### config.mk
export PLATFORM = sky130hd
export DESIGN_NAME = pctd_group
export DESIGN_NICKNAME = d
export VERILOG_FILES = /design/src/rtl/pctd_pkg.sv /design/src/rtl/pctd_group.sv
export SDC_FILE = /design/constraint.sdc
export NUM_CORES = 1
export LEC_CHECK = 0
export BUFFER_PORTS_ARGS = -buffer_cell sky130_fd_sc_hd__buf_2
export CAP_MARGIN = 20
export CORE_AREA = 2 2 39 41
export DETAILED_ROUTE_END_ITERATION = 12
export DIE_AREA = 0 0 41 43
export HOLD_SLACK_MARGIN = 0.08
export PLACE_DENSITY_LB_ADDON = 0.08
export SKIP_LAST_GASP = 1
export SLEW_MARGIN = 20
export SYNTH_ARGS = -nofsm -noshare
export SYNTH_HDL_FRONTEND = slang
export SYNTH_SLANG_ARGS = --single-unit
export TNS_END_PERCENT = 10
### constraint.sdc
create_clock -name clk -period 0.8 [get_ports clk]
set_clock_uncertainty 0.05 [all_clocks]
set_input_delay 0.16 -clock clk [delete_from_list [all_inputs] [get_ports clk]]
set_output_delay 0.16 -clock clk [all_outputs]
set_load 0.05 [all_outputs]
### src/rtl/pctd_pkg.sv
`timescale 1ns / 1ps
`default_nettype none
// ----------------------------------------------------------------------------
// pctd_pkg
// Shared types, codes and helpers for the prefix code table decoder.
// ----------------------------------------------------------------------------
package pctd_pkg;

    localparam int SYMBOL_COUNT_DEFAULT = 256;
    localparam int MAX_CODE_LEN         = 16;
    localparam int CODE_W               = 16;
    localparam int LEN_W                = 5;
    localparam int SYM_W                = 8;
    localparam int CODE_LIMIT           = (MAX_CODE_LEN < CODE_W) ? MAX_CODE_LEN : CODE_W;
    localparam int GROUP_SIZE           = 16;
    localparam int GROUP_IDX_W          = 4;

    localparam logic [1:0] FUNC_LOAD = 2'd0;
    localparam logic [1:0] FUNC_BIT  = 2'd1;
    localparam logic [1:0] FUNC_END  = 2'd2;

    localparam logic [1:0] STATUS_OK       = 2'd0;
    localparam logic [1:0] STATUS_TRUNC    = 2'd1;
    localparam logic [1:0] STATUS_OVERLONG = 2'd2;

    typedef enum logic [1:0] {
        ST_IDLE,
        ST_MATCH,
        ST_GROUP,
        ST_PICK
    } state_t;

    typedef struct packed {
        logic [1:0]        func;
        logic [SYM_W-1:0]  entry_symbol;
        logic [CODE_W-1:0] entry_code;
        logic [LEN_W-1:0]  entry_length;
        logic              coded_bit;
    } in_t;

    typedef struct packed {
        logic [SYM_W-1:0] decoded_symbol;
        logic [1:0]       status;
    } out_t;

    typedef struct packed {
        logic [CODE_W-1:0] code;
        logic [LEN_W-1:0]  length;
    } probe_t;

    function automatic logic [CODE_W-1:0] code_mask(input logic [LEN_W-1:0] len);
        logic [CODE_W-1:0] m;
        for (int k = 0; k < CODE_W; k++)
        begin
            m[k] = (len > LEN_W'(k));
        end
        return m;
    endfunction

endpackage
`default_nettype wire

### src/rtl/pctd_group.sv
`timescale 1ns / 1ps
`default_nettype none
// ----------------------------------------------------------------------------
// pctd_group
// Registered priority encoder over one group of cell match flags.
// ----------------------------------------------------------------------------
module pctd_group (
    input  wire logic                              clk,
    input  wire logic                              rst_n,
    input  wire logic [pctd_pkg::GROUP_SIZE-1:0]   match,
    output logic                                   found,
    output logic [pctd_pkg::GROUP_IDX_W-1:0]       index
);

    logic                               found_reg;
    logic                               found_next;
    logic [pctd_pkg::GROUP_IDX_W-1:0]   index_reg;
    logic [pctd_pkg::GROUP_IDX_W-1:0]   index_next;

    always_comb
    begin
        found_next = |match;
        index_next = '0;
        for (int k = pctd_pkg::GROUP_SIZE - 1; k >= 0; k--)
        begin
            if (match[k])
            begin
                index_next = pctd_pkg::GROUP_IDX_W'(k);
            end
        end
    end

    always_ff @(posedge clk or negedge rst_n)
    begin
        if (!rst_n)
        begin
            found_reg <= 1'b0;
        end
        else
        begin
            found_reg <= found_next;
        end
    end

    always_ff @(posedge clk)
    begin
        index_reg <= index_next;
    end

    assign found = found_reg;
    assign index = index_reg;

endmodule
`default_nettype wire

==> reports/qor.csv, run 1 <==
stage,metric,value,unit
timing,Rel. slew slack,0.846,
synthesis,Yosys top cell by area,dfxtp_1,
synthesis,syn_nets,56,
drt,"antenna viol nets, final",0,
timing,final worst-path cycle share,1.21,
final_layout,fraction of layout cells with a size suffix above 1,0.424,
timing,endpoints failing hold,0,
critical_path,Critical Path Slowest Stage Cell,dfrtp_1,
clock_tree,CTS Root Cell,clkbuf_4,
synthesis,synthesized instance count,38,
status,failing checks,setup timing,
timing,FMAX,1.04,GHz
final_layout,Layout Utilization,0.354,
critical_path,worst-path cell chain,buf_6,
global_route,vias in the first global route,334,
floorplan,Initial Utilization,0.203,
final_layout,max FFs per register,4,
placement,number of port buffers,22,
critical_path,Crit Path Category,reg2out,
clock_tree,CTS buffer count,3,
final_layout,Layout Nets,85,
timing,Slew Limit Fails,0,
floorplan,Die ar.,1760,sq um
job,MaxCap Viol Count,0,
status,status,"finished, violations left",
synthesis,Syn. warnings,0,
worst_hold_path,hold path cells,4,
floorplan,Core ar.,1380,sq um
floorplan,die height,43,microns
critical_path,CP max stage delay,0.37,ns
clock_tree,CTS Buffer Depth,2,
synthesis,sequential fraction of the synthesis area,0.373,
drt,DR iter-0 viols,2,
critical_path,crit path buf inv count,1,
timing,final setup fails,5,
synthesis,area share of the largest cell type after synthesis,0.284,
placement,DP Worst Slack,-0.225,ns
drt,Routed WL,762,microns
final_layout,"commonest non-fill, non-tap cell in the layout",buf_2,
timing,Period minus WS final,0.965,ns
synthesis,synthesized area,282,sq um
power_and_ir_drop,P_leak,0.000234,uW
final_layout,"commonest cells after routing, fill and taps aside","buf_2, nor2_1, buf_4",
global_route,first-pass GRT wire length,1160,microns
critical_path,CP Launch Point,found,
floorplan,I/O pin cnt,23,
placement,GP Congestion,0.722,
critical_path,cell count along the critical path,1,
drt,DRC,0,
critical_path,crit path DAT,0.75,ns
timing,fin worst setup slack,-0.165,ns
synthesis,Yosys cell types,18,
synthesis,Yosys reg bits,5,
critical_path,Critical Path Start Type,register,
power_and_ir_drop,VDD IR max,0.319,mV
clock_tree,H-tree Lvls,1,
final_layout,Area Overhead vs Synth,73.8,%
final_layout,Inserted Diodes,0,
worst_hold_path,hold crit path type,in2reg,
critical_path,crit end category,output port,
clock_tree,clk slew on worst S/H paths,0.04,ns
timing,worst-margin pin slew,0.230,ns
clock_tree,postcts setup bufs,0,
critical_path,CP max FO,1,
worst_hold_path,min-delay src,match[1],
floorplan,num rows,14,
clock_tree,CTS tree,done,
global_route,initial antenna violation count,0,
global_route,"Remaining Overflow, GRT",0,
power_and_ir_drop,pwr/cell area,1470,nW/um^2
drt,DR WL/cell,9.29,microns
drt,detail-routed via count per cell,4.35,
drt,vias post-DR,357,
timing,RSZ-0062 raised after global routing,true,
global_route,Overall Global Routing Usage,0.0960,
global_route,pin count of the biggest net entering global routing,5,
critical_path,Critical Path RT,0.59,ns
synthesis,synthesized area per cell,7.41,sq um
synthesis,top post-synthesis cells by area,"dfxtp_1, nor2_1, dfrtp_1, nor4_2, a21oi_1",
drt,TritonRoute pass-1 iters,3,
placement,dpl hpwl,641,microns
clock_tree,CTS sink cnt,5,
critical_path,CP top delay family,flip-flops,
floorplan,die width,41,microns
==> worst min-delay path, delay by kind of cell <==
kind | cells | cell delay (ns)
AO/OA/AOI/OAI | 1 | 0.03
AND/OR/NAND/NOR | 2 | 0.12
buffers and inverters | 1 | 0.09
==> worst paths after layout <==
kind | to | slack [ns]
worst max-delay path | found | -0.16
max in group asynchronous | found | 0.45
worst min-delay path | index[1] | 0.16
min in group asynchronous | found | 0.17
==> metal layers <==
| layer | up-vias | GRT usage | wire length, microns | share of wire |
|---|---|---|---|---|
| met5 | - | 0 | 0 | 0 |
| met4 | 0 | 0.0600 | 0 | 0 |
| met3 | 0 | 0.0314 | 61 | 0.080 |
| met2 | 11 | 0.144 | 376 | 0.49 |
| met1 | 157 | 0.111 | 324 | 0.43 |
| li1 | 189 | - | - | - |
==> report_power, final <==
part / total [uW] / internal, uW / switching, uW
clock: 285 / 188 / 97.0
combinational: 171 / 70.6 / 100
sequential: 262 / 260 / 2.25
==> area by class of cell <==
class / instances / area (sq um)
repair buffers: 24 / 144
flip-flops and latches: 5 / 105
well taps: 16 / 20.0
multi-input cells: 30 / 183
fillers: 162 / 895
inverters: 3 / 11.3
clock buffers: 4 / 26.3
==> logic make-up (layout without fill, tap and decap cells) <==
logic type | Yosys count | count (layout) | synth area share
simple gates | 21 | 21 | 0.391
compound gates | 9 | 9 | 0.196
buf+inv | 3 | 31 | 0.0400
flops | 5 | 5 | 0.373
==> per-stage QoR <==
step / setup TNS, ns / cells / hold WS (ns) / power, uW / cell area [sq um]
finish: -0.712 / 82 / 0.163 / 718 / 489
global route: -0.917 / 82 / 0.173 / 777 / 489
CTS: -0.779 / 82 / 0.151 / 738 / 489
detailed placement: -0.921 / 77 / -0.115 / 429 / 437
global placement: -0.925 / 77 / -0.115 / 431 / 437
floorplan: -0.0540 / 38 / -0.186 / 341 / 299
==> synth_stat cells (all sizes together) <==
master	number
nand2	4
o311a	1
nand2b	1
a21oi	3
nand3	2
o21ai	2
o31ai	1
nor3	1
nor4	2
dfrtp	1
inv	3
nor2	8
o22ai	1
a31oi	1
and3	2
dfxtp	4
nor2b	1
==> timing repair <==
item                                    4_1_cts  5_1_grt
pin swaps                                     0        0
hold endpoints to repair                      1        0
resized for setup                             6        0
hold buffers                                  1        0
endpoints found under the setup margin        5        5
No activity file was read; power rests on OpenSTA's default activity.
==> run 2: changes to the inputs <==
Settings changed: SKIP_CTS_REPAIR_TIMING from default to 1.
==> reports/qor.csv, run 2 (synthesis results as in run 1) <==
stage,metric,value,unit,change
drt,DR iter-0 viols,2,,unchanged
timing,endpoints failing hold,0,,unchanged
critical_path,crit path DAT,0.76,ns,about the same
placement,dpl hpwl,641,microns,unchanged
final_layout,Area Overhead vs Synth,73.8,%,unchanged
status,status,"finished, violations left",,
drt,vias post-DR,357,,unchanged
power_and_ir_drop,clock network power share,0.397,,about the same
timing,Slew Limit Fails,0,,unchanged
critical_path,crit end category,output port,,
clock_tree,CTS Root Cell,clkbuf_4,,
timing,final setup fails,5,,unchanged
timing,final worst-path cycle share,1.21,,+0.00858
final_layout,"commonest cells after routing, fill and taps aside","buf_2, nor2_1, clkbuf_4",,
drt,Routed WL,760,microns,-0.26%
drt,"antenna viol nets, final",0,,unchanged
clock_tree,CTS buffer count,3,,unchanged
clock_tree,CTS Buffer Depth,2,,unchanged
placement,GP Congestion,0.722,,unchanged
clock_tree,H-tree Lvls,1,,unchanged
final_layout,Fillers,162,,unchanged
global_route,initial antenna violation count,0,,unchanged
timing,fin worst setup slack,-0.172,ns,-0.00687 ns
final_layout,fraction of layout cells with a size suffix above 1,0.424,,unchanged
power_and_ir_drop,P_leak,0.000233,uW,-0.61%
placement,Placed Area,437,sq um,unchanged
critical_path,Critical Path Slowest Stage Cell,dfxtp_1,,
placement,DP Worst Slack,-0.225,ns,unchanged
power_and_ir_drop,combinational share of power,0.237,,about the same
critical_path,crit path buf inv count,1,,unchanged
critical_path,worst-path cell chain,clkbuf_4,,
floorplan,die height,43,microns,unchanged
global_route,vias in the first global route,331,,-0.90%
clock_tree,clk slew on worst S/H paths,0.04,ns,about the same
floorplan,Initial Utilization,0.203,,unchanged
drt,DRC,0,,unchanged
power_and_ir_drop,VDD IR max,0.319,mV,about the same
status,failing checks,setup timing,,
job,MaxCap Viol Count,0,,unchanged
timing,worst-margin pin slew,0.230,ns,unchanged
floorplan,num rows,14,,unchanged
final_layout,Inserted Diodes,0,,unchanged
final_layout,design area,489,sq um,unchanged
global_route,first-pass GRT wire length,1150,microns,-1.2%
worst_hold_path,hold crit path type,in2reg,,
floorplan,Die ar.,1760,sq um,unchanged
critical_path,Critical Path Start Type,register,,
timing,TNS Setup,-0.802,ns,-0.0899 ns
placement,number of port buffers,22,,unchanged
global_route,"Remaining Overflow, GRT",0,,unchanged
power_and_ir_drop,internal power,518,uW,-0.13%
critical_path,CP max FO,1,,unchanged
global_route,Overall Global Routing Usage,0.0950,,-0.00100
floorplan,die width,41,microns,unchanged
critical_path,CP max stage delay,0.30,ns,-0.07 ns
final_layout,max FFs per register,4,,unchanged
global_route,pin count of the biggest net entering global routing,5,,unchanged
floorplan,Core ar.,1380,sq um,unchanged
clock_tree,CTS sink cnt,5,,unchanged
clock_tree,CTS tree,done,,
power_and_ir_drop,pwr/cell area,1470,nW/um^2,-0.14%
power_and_ir_drop,Tot Pwr,717,uW,-0.14%
critical_path,Critical Path RT,0.59,ns,about the same
timing,RSZ-0062 raised after global routing,true,,
final_layout,Layout Nets,85,,unchanged
timing,Period minus WS final,0.972,ns,+0.00687 ns
drt,DR WL/cell,9.27,microns,-0.26%
critical_path,CP top delay family,flip-flops,,
power_and_ir_drop,register share of total power,0.366,,about the same
timing,Rel. slew slack,0.846,,unchanged
power_and_ir_drop,Sw Pwr,199,uW,-0.16%
drt,detail-routed via count per cell,4.35,,unchanged
power_and_ir_drop,switching share of power,0.278,,about the same
final_layout,"commonest non-fill, non-tap cell in the layout",buf_2,,
drt,TritonRoute pass-1 iters,3,,unchanged
critical_path,Crit Path Category,reg2out,,
floorplan,I/O pin cnt,23,,unchanged
timing,FMAX,1.03,GHz,-0.71%
[run 2: cell types whose count changed in the layout (fill, tap and decap cells not counted), sizes merged]
cell and change:
buf -3, clkbuf +3
[run 2: final timing paths]
kind / startpoint / end / depth (start not counted)
setup / recovery: index[0] / index[0] / 1
min in group asynchronous: rst_n / found / 2
hold / removal: match[1] / index[1] / 4
max in group asynchronous: rst_n / found / 2
[run 2: power groups by stage]
stage          clock (uW)  sequential [uW]  combinational, uW
2_1_floorplan           0              297               43.2
4_1_cts               304              261                163
3_5_place_dp            0              266                163
5_1_grt               327              262                186
6_report              285              262                170
3_3_place_gp            0              267                164
[run 2: stage by stage]
step                hold slack (ns)  instances  utilization
floorplan                    -0.186         38            -
global placement             -0.115         77        0.316
detailed placement           -0.115         77        0.316
CTS                          -0.373         81        0.335
global route                  0.173         82        0.354
finish                        0.163         82        0.354
[run 2: final cells by class]
cell class / instances / area (sq um) / area share
Sequential cell: 5 / 105 / 0.215
Clock buffer: 4 / 26.3 / 0.0537
Timing Repair Buffer: 24 / 144 / 0.294
Tap cell: 16 / 20.0 / 0.0409
Multi-Input combinational cell: 30 / 183 / 0.373
Inverter: 3 / 11.3 / 0.0230
[run 2: routing by layer]
metal	vias to the layer above	global-route usage	share of wire
li1	189	-	-
met1	157	0.111	0.43
met2	11	0.141	0.49
met3	0	0.0314	0.078
met4	0	0.0600	0
met5	-	0	0
