<file path="src/rtl/pctd_pkg.sv">
`timescale 1ns / 1ps
`default_nettype none
// ----------------------------------------------------------------------------
// pctd_pkg
// Shared types, codes and helpers for the prefix code table decoder.
// ----------------------------------------------------------------------------
package pctd_pkg;

    localparam int SYMBOL_COUNT_DEFAULT = 256;
    localparam int MAX_CODE_LEN         = 16;
    localparam int CODE_W               = 16;
    localparam int LEN_W                = 5;
    localparam int SYM_W                = 8;
    localparam int CODE_LIMIT           = (MAX_CODE_LEN < CODE_W) ? MAX_CODE_LEN : CODE_W;
    localparam int GROUP_SIZE           = 16;
    localparam int GROUP_IDX_W          = 4;

    localparam logic [1:0] FUNC_LOAD = 2'd0;
    localparam logic [1:0] FUNC_BIT  = 2'd1;
    localparam logic [1:0] FUNC_END  = 2'd2;

    localparam logic [1:0] STATUS_OK       = 2'd0;
    localparam logic [1:0] STATUS_TRUNC    = 2'd1;
    localparam logic [1:0] STATUS_OVERLONG = 2'd2;

    typedef enum logic [1:0] {
        ST_IDLE,
        ST_MATCH,
        ST_GROUP,
        ST_PICK
    } state_t;

    typedef struct packed {
        logic [1:0]        func;
        logic [SYM_W-1:0]  entry_symbol;
        logic [CODE_W-1:0] entry_code;
        logic [LEN_W-1:0]  entry_length;
        logic              coded_bit;
    } in_t;

    typedef struct packed {
        logic [SYM_W-1:0] decoded_symbol;
        logic [1:0]       status;
    } out_t;

    typedef struct packed {
        logic [CODE_W-1:0] code;
        logic [LEN_W-1:0]  length;
    } probe_t;

    function automatic logic [CODE_W-1:0] code_mask(input logic [LEN_W-1:0] len);
        logic [CODE_W-1:0] m;
        for (int k = 0; k < CODE_W; k++)
        begin
            m[k] = (len > LEN_W'(k));
        end
        return m;
    endfunction

endpackage
`default_nettype wire

</file>
<file path="src/rtl/pctd_cell.sv">
`timescale 1ns / 1ps
`default_nettype none
// ----------------------------------------------------------------------------
// pctd_cell
// One table entry: holds a code and its length, flags a match each cycle.
// ----------------------------------------------------------------------------
module pctd_cell (
    input  wire logic                          clk,
    input  wire logic                          rst_n,
    input  wire logic                          wr_en,
    input  wire logic [pctd_pkg::CODE_W-1:0]   wr_code,
    input  wire logic [pctd_pkg::LEN_W-1:0]    wr_length,
    input  wire pctd_pkg::probe_t              probe,
    output logic                               match
);

    logic [pctd_pkg::CODE_W-1:0] code_reg;
    logic [pctd_pkg::LEN_W-1:0]  length_reg;
    logic                        match_reg;
    logic                        match_next;

    always_ff @(posedge clk)
    begin
        if (wr_en)
        begin
            code_reg <= wr_code & pctd_pkg::code_mask(wr_length);
        end
    end

    always_ff @(posedge clk or negedge rst_n)
    begin
        if (!rst_n)
        begin
            length_reg <= '0;
        end
        else if (wr_en)
        begin
            length_reg <= wr_length;
        end
    end

    assign match_next = (length_reg != '0) && (length_reg == probe.length)
                        && (code_reg == probe.code);

    always_ff @(posedge clk or negedge rst_n)
    begin
        if (!rst_n)
        begin
            match_reg <= 1'b0;
        end
        else
        begin
            match_reg <= match_next;
        end
    end

    assign match = match_reg;

endmodule
`default_nettype wire

</file>
<file path="config.mk">
export PLATFORM = sky130hd
export DESIGN_NAME = pctd_cell
export DESIGN_NICKNAME = d
export VERILOG_FILES = /design/src/rtl/pctd_pkg.sv /design/src/rtl/pctd_cell.sv
export SDC_FILE = /design/constraint.sdc
export NUM_CORES = 1
export LEC_CHECK = 0
export ABC_AREA = 1
export BUFFER_PORTS_ARGS = -buffer_cell sky130_fd_sc_hd__buf_2
export CAP_MARGIN = 0
export CORE_ASPECT_RATIO = 1.75
export CORE_MARGIN = 2
export CORE_UTILIZATION = 49
export CTS_CLUSTER_DIAMETER = 40
export DETAILED_ROUTE_END_ITERATION = 7
export GPL_TIMING_DRIVEN = 0
export HOLD_SLACK_MARGIN = 0.03
export PLACE_DENSITY = 0.79
export SYNTH_ARGS = -nofsm -noshare
export SYNTH_HDL_FRONTEND = slang
export SYNTH_SLANG_ARGS = --single-unit
export TNS_END_PERCENT = 20
</file>
<file path="constraint.sdc">
create_clock -name clk -period 1.2 [get_ports clk]
set_input_delay 0.06 -clock clk [delete_from_list [all_inputs] [get_ports clk]]
set_output_delay 0.06 -clock clk [all_outputs]
set_load 0.05 [all_outputs]
</file>
==> results of run 1 <==
## cell families (layout without fill, tap and decap cells)
kind of cell           count (synthesis)  in the layout
XOR/XNOR                               8              8
buffers and inverters                 38             88
flip-flops                            22             22
AO/OA/AOI/OAI                         22             22
AND/OR/NAND/NOR                       81             81
## area by class of cell
cell class	count	area, µm²
buffer	1	3.754
tap	26	32.53
sequential	22	630.6
clock buffer	4	45.04
multi-input combinational	111	534.3
fill	247	902.1
inverter	37	138.9
timing repair buffer	46	235.2
## how the worst max path moves through the flow
| stage | from | to | slack, ns |
|---|---|---|---|
| 3_3_place_gp | wr_length[2] | code_reg[8] | 0.09 |
| 2_1_floorplan | length_reg[2] | match | 0.28 |
| 4_1_cts | length_reg[2] | match | 0.16 |
| 6_report | length_reg[2] | match | 0.18 |
| 5_1_grt | length_reg[1] | match | 0.08 |
| 3_5_place_dp | wr_length[2] | code_reg[8] | 0.09 |
## stage by stage
stage / total power, mW / std cells / setup WS (ns) / hold WS, ns
finish: 1.679 / 247 / 0.1755 / 0.07030
global route: 1.770 / 247 / 0.07966 / 0.1100
floorplan: 1.113 / 171 / 0.2826 / -0.2356
global placement: 1.240 / 242 / 0.09307 / -0.1102
detailed placement: 1.250 / 242 / 0.08894 / -0.1046
CTS: 1.688 / 247 / 0.1628 / 0.07997
## worst max-delay path, delay by kind of cell, from the launching register on
kind	cells	cell delay, ns
DFF	1	0.41
and+or+nand+nor	5	0.37
AOI/OAI and AO/OA	1	0.16
## layout by cell type (no fill, tap or decap), types with 3 or more instances in the layout
master,count
inv_1,35
dfrtp_1,6
nand2_1,46
clkbuf_8,3
o21ai_0,7
a21oi_1,6
a21boi_0,3
nor2_1,29
xnor2_1,8
buf_2,45
edfxtp_1,16
## power by group through the flow
stage | clock [mW] | sequential (mW) | combinational, mW
finish | 0.446 | 0.925 | 0.308
global route | 0.476 | 0.933 | 0.361
CTS | 0.450 | 0.926 | 0.312
detailed placement | 0 | 0.943 | 0.307
global placement | 0 | 0.940 | 0.300
floorplan | 0 | 0.932 | 0.181
## per-layer routing
layer,GRT usage (%),vias to the layer above,part of all wire [%]
li1,-,620,-
met1,18.32,484,39
met2,33.16,32,54
met3,2.488,4,4.8
met4,6.061,0,1.6
met5,0,-,0
==> impl_metrics.tcl, run 1 <==
set metrics [dict create \
    status "finished clean" \
    largest_reg_flops 16 \
    fin_nets 267 \
    gp_congestion 0.7448 \
    p_per_area_mw_per_mm2 1037 \
    cap_violations 0 \
    grt_pass1_wl_um 4098 \
    slew_headroom_pct 76.35 \
    r2r_slack_ns 0.18 \
    grt_pass1_vias 1090 \
    cts_made_buffers 3 \
    seqPwrFrac_pct 55.1 \
    async_reset_ff_share_pct 27.27 \
    finalWirelength_um 2352 \
    cts_sinks 22 \
    slew_viol_final 0 \
    yosysTopAreaCell "edfxtp_1" \
    worst_hold_path_type "in -> reg" \
    dpl.hpwl_um 1947 \
    syn-instance-count 171 \
    synth-edff-count 16 \
    start_util_pct 51.84 \
    remaining_drc_errors 0 \
    netlist_area_mm2 0.001308 \
    fp-row-count 24 \
    synth_mux_area_share_pct 0 \
    synth_cell_types 21 \
    drive_above_1_share_pct 25.79 \
    grt_overflow 0 \
    yosys.cell_count.top_type "nand2_1" \
    port_buffers 45 \
    initialDrtViolationCount 16 \
    finalCriticalPeriod_ns 1.025 \
    cellInternalPower_mw 1.271 \
    ys.flop_type "edfxtp_1" \
    clkLatencyLatePin_ns 0.25 \
    crit_fanout 3 \
    r2r_start "length_reg[2]" \
    synthAdderAreaFrac_pct 0 \
    p_leak_nw 0.8697 \
    num_vias 1140 \
    netlist_top_cells_count "46 x nand2_1, 35 x inv_1, 29 x nor2_1" \
    cp.required_ns 1.35 \
    crit_arrival_ns 1.18 \
    synth_top_family_by_area "simple AND/OR/NAND/NOR gates" \
    htreeDepth 1 \
    core_mm2 0.002522 \
    synth_warnings 0 \
    critPathKind "reg -> reg" \
    yosysTopAreaCellShare_pct 36.75 \
    fmax_mhz 976.1 \
    diodes 0 \
    postCtsSetupBuffers 0 \
    hold_viol_final 0 \
    min-delay-start "wr_code[15]" \
    worstHoldEndpoint "code_reg[15]" \
    ios 46 \
    ys_seq_area_share_pct 48.23 \
    hold_buffers 1 \
    die_area_mm2 0.003114 \
    clock_path_buffers 2 \
    skew_ns 0.001134 \
    crit_path_top_delay_cell "dfrtp_1" \
    rsz0062_at_grt "no" \
    placement.cell_area_mm2 0.001565 \
    synth-xor-area-share_pct 5.359 \
    cts_tree "yes" \
    tightest_slew_ns 0.3548 \
    end_kind "flip-flop" \
    cp_common_cell "nor2_1" \
    cpPeakStageDelay_ns 0.41 \
    synth-simple-area-share_pct 25.55 \
    die-width_um 43.05 \
    synth_area_leaders "edfxtp_1 37%, nand2_1 13%, dfrtp_1 11%, inv_1 10%, nor2_1 8.3%" \
    cts_resized 0 \
    swShare_pct 24.31 \
    final_area_mm2 0.001620 \
    final-setup-viol-count 0 \
    avgSynthCellArea_um2 7.646 \
    syn_nets 216 \
    layout-area-overhead-vs-synth_pct 23.92 \
    synth_compound_area_share_pct 9.952 \
    comb_power_share_pct 18.3 \
    utilization_pct 64.24 \
    critical_path.cell_chain "nor2_1 > nand2_1 > a21boi_0 > nor2_1 > nand2_1 > nor2_1" \
    vias_per_cell 4.615 \
    ff2ff_path_depth 6 \
    crit_path_start_kind "flip-flop" \
    root_buffer "clkbuf_8" \
    firstDrtPassIters 4 \
    min_period_over_period_pct 85.38 \
    grt_use_total_pct 17.20 \
    hold_depth 3 \
    antenna_found_initial 0 \
    p_sw_mw 0.4083 \
    clk_pin_slew_worst_paths_ns 0.07 \
    irDropWorstVdd_mv 0.7965 \
    detail-route-antenna-nets 0 \
    wire_per_inst_um 9.522 \
    reg2reg_to "match" \
    fp.dieH_um 72.34 \
    tns_ns 0 \
    grt_max_degree 18 \
    ys_seq_elements 22 \
    clkPwrFrac_pct 26.6 \
]
(Power assumes the default switching activity.)
==> run 2: changes to the inputs <==
--- a/config.mk
+++ b/config.mk
@@ -7,7 +7,7 @@
 export LEC_CHECK = 0
 export ABC_AREA = 1
 export BUFFER_PORTS_ARGS = -buffer_cell sky130_fd_sc_hd__buf_2
-export CAP_MARGIN = 0
+export CAP_MARGIN = 10
 export CORE_ASPECT_RATIO = 1.75
 export CORE_MARGIN = 2
 export CORE_UTILIZATION = 49
@@ -16,6 +16,7 @@
 export GPL_TIMING_DRIVEN = 0
 export HOLD_SLACK_MARGIN = 0.03
 export PLACE_DENSITY = 0.79
+export REMOVE_ABC_BUFFERS = 1
 export SYNTH_ARGS = -nofsm -noshare
 export SYNTH_HDL_FRONTEND = slang
 export SYNTH_SLANG_ARGS = --single-unit
==> run 2 against run 1 <==
  * Sequential power barely moved
  * Core utilization rose by 0.25 points
  * Die area did not move
  * Wire length rose by 8.2%
  * Non-clock buffer count fell by 1
==> impl_metrics.tcl, run 2 (synthesis gave the netlist of run 1 again) <==
set metrics [dict create \
    die_area_mm2 0.003114 \
    min_period_over_period_pct 87.75 \
    grt_max_degree 27 \
    dpl.hpwl_um 2056 \
    finalCriticalPeriod_ns 1.053 \
    diodes 0 \
    hold_buffers 1 \
    vias_per_cell 4.671 \
    r2r_slack_ns 0.15 \
    cp-startpoint "length_reg[0]" \
    root_buffer "clkbuf_8" \
    port_buffers 45 \
    remaining_drc_errors 0 \
    cap_violations 0 \
    skew_ns 0.002301 \
    hold_slack_ns 0.05208 \
    final_area_mm2 0.001627 \
    clk_pin_slew_worst_paths_ns 0.08 \
    hold_depth 3 \
    slew_headroom_pct 67.14 \
    start_util_pct 51.84 \
    r2r_start "length_reg[0]" \
    ios 46 \
    placement.cell_area_mm2 0.001562 \
    n_fill_cell 227 \
    fp.dieH_um 72.34 \
    cts_resized 0 \
    crit_path_start_kind "flip-flop" \
    grt_use_total_pct 18.79 \
    clkLatencyLatePin_ns 0.26 \
    crit_fanout 3 \
    drive_above_1_share_pct 26.36 \
    rsz0062_at_grt "no" \
    tightest_slew_ns 0.4929 \
    p_leak_nw 0.8745 \
    utilization_pct 64.48 \
    postCtsSetupBuffers 0 \
    tns_ns 0 \
    status "finished clean" \
    fmax_mhz 949.7 \
    placed_cells 241 \
    layout-area-overhead-vs-synth_pct 24.40 \
    p_per_area_mw_per_mm2 1082 \
    critPathCapture "match" \
    cts_made_buffers 3 \
    initialDrtViolationCount 17 \
    irDropWorstVdd_mv 0.5795 \
    die-width_um 43.05 \
    final-setup-viol-count 0 \
    wire_per_inst_um 10.34 \
    firstDrtPassIters 4 \
    slew_viol_final 0 \
    final_common_cell "nand2_1" \
    reg2reg_to "match" \
    crit_arrival_ns 1.25 \
    grt_overflow 0 \
    cts_tree "yes" \
    grt_pass1_wl_um 4353 \
    hold_viol_final 0 \
    post-place-ws_ns 0.04538 \
    detail-route-antenna-nets 0 \
    finalWirelength_um 2544 \
    core_mm2 0.002522 \
    cts_sinks 22 \
    final_cells 246 \
    worst_hold_path_type "in -> reg" \
    antenna_found_initial 0 \
    htreeDepth 1 \
    finalPower_mw 1.760 \
    setup_ws_ns 0.1470 \
    gp_congestion 0.7483 \
    ff2ff_path_depth 8 \
    fin_nets 266 \
    grt_pass1_vias 1108 \
    fp-row-count 24 \
    largest_reg_flops 16 \
    num_vias 1149 \
    layout_common_cells "46 x nand2_1, 45 x buf_2, 35 x inv_1" \
    cp.required_ns 1.40 \
    end_kind "flip-flop" \
    critPathKind "reg -> reg" \
    clock_path_buffers 2 \
]
==> run 2: changes by cell type in the layout (fill, tap and decap cells not counted), sizes merged <==
cell,change
clkbuf,-1
==> run 2: area by class of cell <==
cell class	count	area, µm²	area share, %
Clock buffer	4	55.05	3.385
Inverter	37	138.9	8.538
Multi-Input combinational cell	111	534.3	32.85
Sequential cell	22	630.6	38.77
Tap cell	26	32.53	2.000
Timing Repair Buffer	46	235.2	14.46
==> run 2: critical path, stage by stage, from the launching register on <==
cell and delay [ns]:
dfrtp_1 0.37, inv_1 0.06, nand2_1 0.05, nand2_1 0.05, nor2_1 0.11, nand2_1 0.06
nor2_1 0.13, nand2_1 0.07, nor2_1 0.08
==> run 2: how the worst min path moves through the flow <==
| stage | from | to | slack, ns |
|---|---|---|---|
| final | wr_code[15] | code_reg[15] | 0.05 |
| after global routing | wr_code[15] | code_reg[15] | 0.08 |
| after CTS | wr_code[15] | code_reg[15] | 0.05 |
| after detailed placement | rst_n | match | -0.11 |
| after global placement | rst_n | match | -0.11 |
| after floorplan | rst_n | length_reg[0] | -0.24 |
==> run 2: routing by layer <==
layer  wire (µm)  up-vias  global-route usage (%)
met5           0        -                       0
met1         957      494                   19.34
met4          40        0                   7.071
li1            -      620                       -
met3         145        5                   4.478
met2        1401       30                   35.52
==> run 2: where the power goes <==
group          internal [mW]  leakage [nW]  switching (mW)
Sequential             0.888         0.226          0.0354
Clock                  0.293        0.0288           0.233
Combinational          0.146         0.620           0.165
==> run 3: changes to the inputs <==
--- a/config.mk
+++ b/config.mk
@@ -5,17 +5,16 @@
 export SDC_FILE = /design/constraint.sdc
 export NUM_CORES = 1
 export LEC_CHECK = 0
-export ABC_AREA = 1
 export BUFFER_PORTS_ARGS = -buffer_cell sky130_fd_sc_hd__buf_2
 export CAP_MARGIN = 10
 export CORE_ASPECT_RATIO = 1.75
 export CORE_MARGIN = 2
-export CORE_UTILIZATION = 49
+export CORE_UTILIZATION = 47
 export CTS_CLUSTER_DIAMETER = 40
 export DETAILED_ROUTE_END_ITERATION = 7
 export GPL_TIMING_DRIVEN = 0
 export HOLD_SLACK_MARGIN = 0.03
-export PLACE_DENSITY = 0.79
+export PLACE_DENSITY = 0.82
 export REMOVE_ABC_BUFFERS = 1
 export SYNTH_ARGS = -nofsm -noshare
 export SYNTH_HDL_FRONTEND = slang
==> run 3 against run 2 <==
  * The run now ends with negative setup slack left
  * Global-route usage fell by 0.44 points
  * Flip-flop and latch count did not move
  * Highest routed layer unchanged
  * Combinational power fell by 9.3%
  * Non-clock buffer count did not move
  * Hold slack improved by 0.029 ns
==> impl_metrics.tcl, run 3 <==
set metrics [dict create \
    fin_nets 185 \
    synth_cell_types 25 \
    tightest_slew_ns 0.4643 \
    clock_path_buffers 2 \
    critPathKind "reg -> reg" \
    yosysTopAreaCell "edfxtp_1" \
    final_common_cell "buf_2" \
    yosysTopAreaCellShare_pct 41.20 \
    r2r_start "code_reg[7]" \
    cap_violations 0 \
    comb_power_share_pct 17.0 \
    ys.flop_type "edfxtp_1" \
    wire_per_inst_um 15.02 \
    layout_common_cells "45 x buf_2, 16 x xor2_1, 16 x edfxtp_1" \
    grt_max_degree 22 \
    synth_area_leaders "edfxtp_1 41%, dfrtp_1 13%, xor2_1 12%, mux2_2 4.8%, nor4_2 4.3%" \
    cts_resized 0 \
    core_mm2 0.002331 \
    netlist_top_cells_count "16 x edfxtp_1, 16 x xor2_1, 6 x dfrtp_1" \
    dpl.hpwl_um 2000 \
    slew_viol_final 0 \
    firstDrtPassIters 4 \
    synth_warnings 0 \
    end_kind "flip-flop" \
    r2r_slack_ns -0.03 \
    clk_pin_slew_worst_paths_ns 0.08 \
    root_buffer "clkbuf_8" \
    slew_headroom_pct 69.05 \
    port_buffers 45 \
    antenna_found_initial 0 \
    diodes 0 \
    final-setup-viol-count 1 \
    ios 46 \
    failed_checks "negative setup slack" \
    grt_use_total_pct 18.35 \
    grt_overflow 0 \
    critPathCapture "match" \
    crit_fanout 1 \
    cts_made_buffers 3 \
    hold_viol_final 0 \
    syn-instance-count 93 \
    synth-edff-count 16 \
    swShare_pct 23.62 \
    gp_congestion 0.7186 \
    detail-route-antenna-nets 0 \
    rsz0062_at_grt "yes" \
    netlist_area_mm2 0.001166 \
    n_fill_cell 200 \
    grt_pass1_wl_um 4112 \
    ff2ff_path_depth 4 \
    skew_ns 0.006294 \
    utilization_pct 62.59 \
    clkPwrFrac_pct 27.2 \
    largest_reg_flops 16 \
    async_reset_ff_share_pct 27.27 \
    avgSynthCellArea_um2 12.54 \
    seqPwrFrac_pct 55.8 \
    cp-startpoint "code_reg[7]" \
    start_util_pct 50.03 \
    ys_seq_elements 22 \
    layout-area-overhead-vs-synth_pct 25.11 \
    worst_hold_path_type "in -> reg" \
    reg2reg_to "match" \
    htreeDepth 1 \
    postCtsSetupBuffers 0 \
    min_period_over_period_pct 102.5 \
    final_cells 164 \
    p_sw_mw 0.3929 \
    ys_seq_area_share_pct 54.08 \
    die_area_mm2 0.002911 \
    initialDrtViolationCount 13 \
    remaining_drc_errors 0 \
    cp.required_ns 1.38 \
    cellInternalPower_mw 1.271 \
    fp.dieH_um 69.90 \
    cts_sinks 22 \
    crit_arrival_ns 1.41 \
    vias_per_cell 5.250 \
    setup_ws_ns -0.02960 \
    status "finished, violations left" \
    hold_depth 2 \
    p_leak_nw 0.6051 \
    drive_above_1_share_pct 41.73 \
    die-width_um 41.66 \
    finalCriticalPeriod_ns 1.230 \
    fmax_mhz 813.3 \
    post-place-ws_ns -0.05643 \
    clkLatencyLatePin_ns 0.25 \
    placed_cells 159 \
    p_per_area_mw_per_mm2 1140 \
    crit_path_start_kind "flip-flop" \
    fp-row-count 23 \
    grt_pass1_vias 929 \
    hold_slack_ns 0.08152 \
    finalWirelength_um 2464 \
    irDropWorstVdd_mv 0.8015 \
    cts_tree "yes" \
    num_vias 861 \
]
-- run 3: cell types whose count changed after synthesis, moves of 3 or more --
cell	delta
o21ai_0	-6
nor2_1	-25
nor2b_1	+5
o21a_1	+5
buf_2	+3
xor2_1	+16
mux2_2	+5
a21oi_1	-3
nand2_1	-43
xnor2_1	-4
nor4_2	+4
inv_1	-35
-- run 3: layout make-up --
class,count,area (µm²),area share (%)
Multi-Input combinational cell,67,516.7,35.42
Timing Repair Buffer,46,235.2,16.12
Sequential cell,22,630.6,43.22
Clock buffer,4,45.04,3.087
Tap cell,25,31.28,2.144
-- run 3: worst min path at each step --
stage | start | to | slack (ns)
after floorplan | rst_n | length_reg[0] | -0.24
after global routing | wr_code[8] | code_reg[8] | 0.09
after global placement | rst_n | length_reg[3] | -0.12
final | wr_code[12] | code_reg[12] | 0.08
after detailed placement | rst_n | match | -0.11
after CTS | wr_code[9] | code_reg[9] | 0.08
-- run 3: power groups by stage --
stage          clock network [mW]  logic, mW  registers [mW]
5_1_grt                     0.496      0.312           0.935
3_3_place_gp                    0      0.265           0.940
3_5_place_dp                    0      0.282           0.946
4_1_cts                     0.451      0.286           0.929
2_1_floorplan                   0      0.146           0.933
6_report                    0.453      0.282           0.928
-- run 3: layer usage --
layer / GRT usage, % / routed length [µm] / vias up
li1: - / - / 430
met1: 19.56 / 891 / 399
met2: 35.42 / 1447 / 30
met3: 1.292 / 90 / 2
met4: 7.527 / 34 / 0
met5: 0 / 0 / -
-- run 3: cells by family after synthesis --
logic type	Yosys count	share of synthesized area [%]
flops	22	54.08
buf+inv	4	1.609
compound gates	17	10.41
mux	5	4.828
simple gates	25	14.06
xor+xnor	20	15.02
-- run 3: what timing repair did --
action / in CTS / in global routing
hold buffers: 1 / 0
pin swaps: 2 / 1
endpoints found under the hold margin: 6 / 0
setup endpoints to repair: 1 / 1
cloned: 0 / 0
-- run 3: stage by stage --
stage          power, mW  area (µm²)  setup TNS (ns)
3_5_place_dp       1.228        1404        -0.05643
3_3_place_gp       1.206        1404        -0.02847
6_report           1.663        1459        -0.02960
4_1_cts            1.667        1459        -0.06324
5_1_grt            1.743        1459         -0.1124
2_1_floorplan      1.079        1147               0
-- run 3: worst max-delay path: stages, from the launching register on --
cell,delay (ns)
edfxtp_1,0.39
xor2_1,0.16
nor4_2,0.30
nand4_1,0.18
nor3_2,0.13
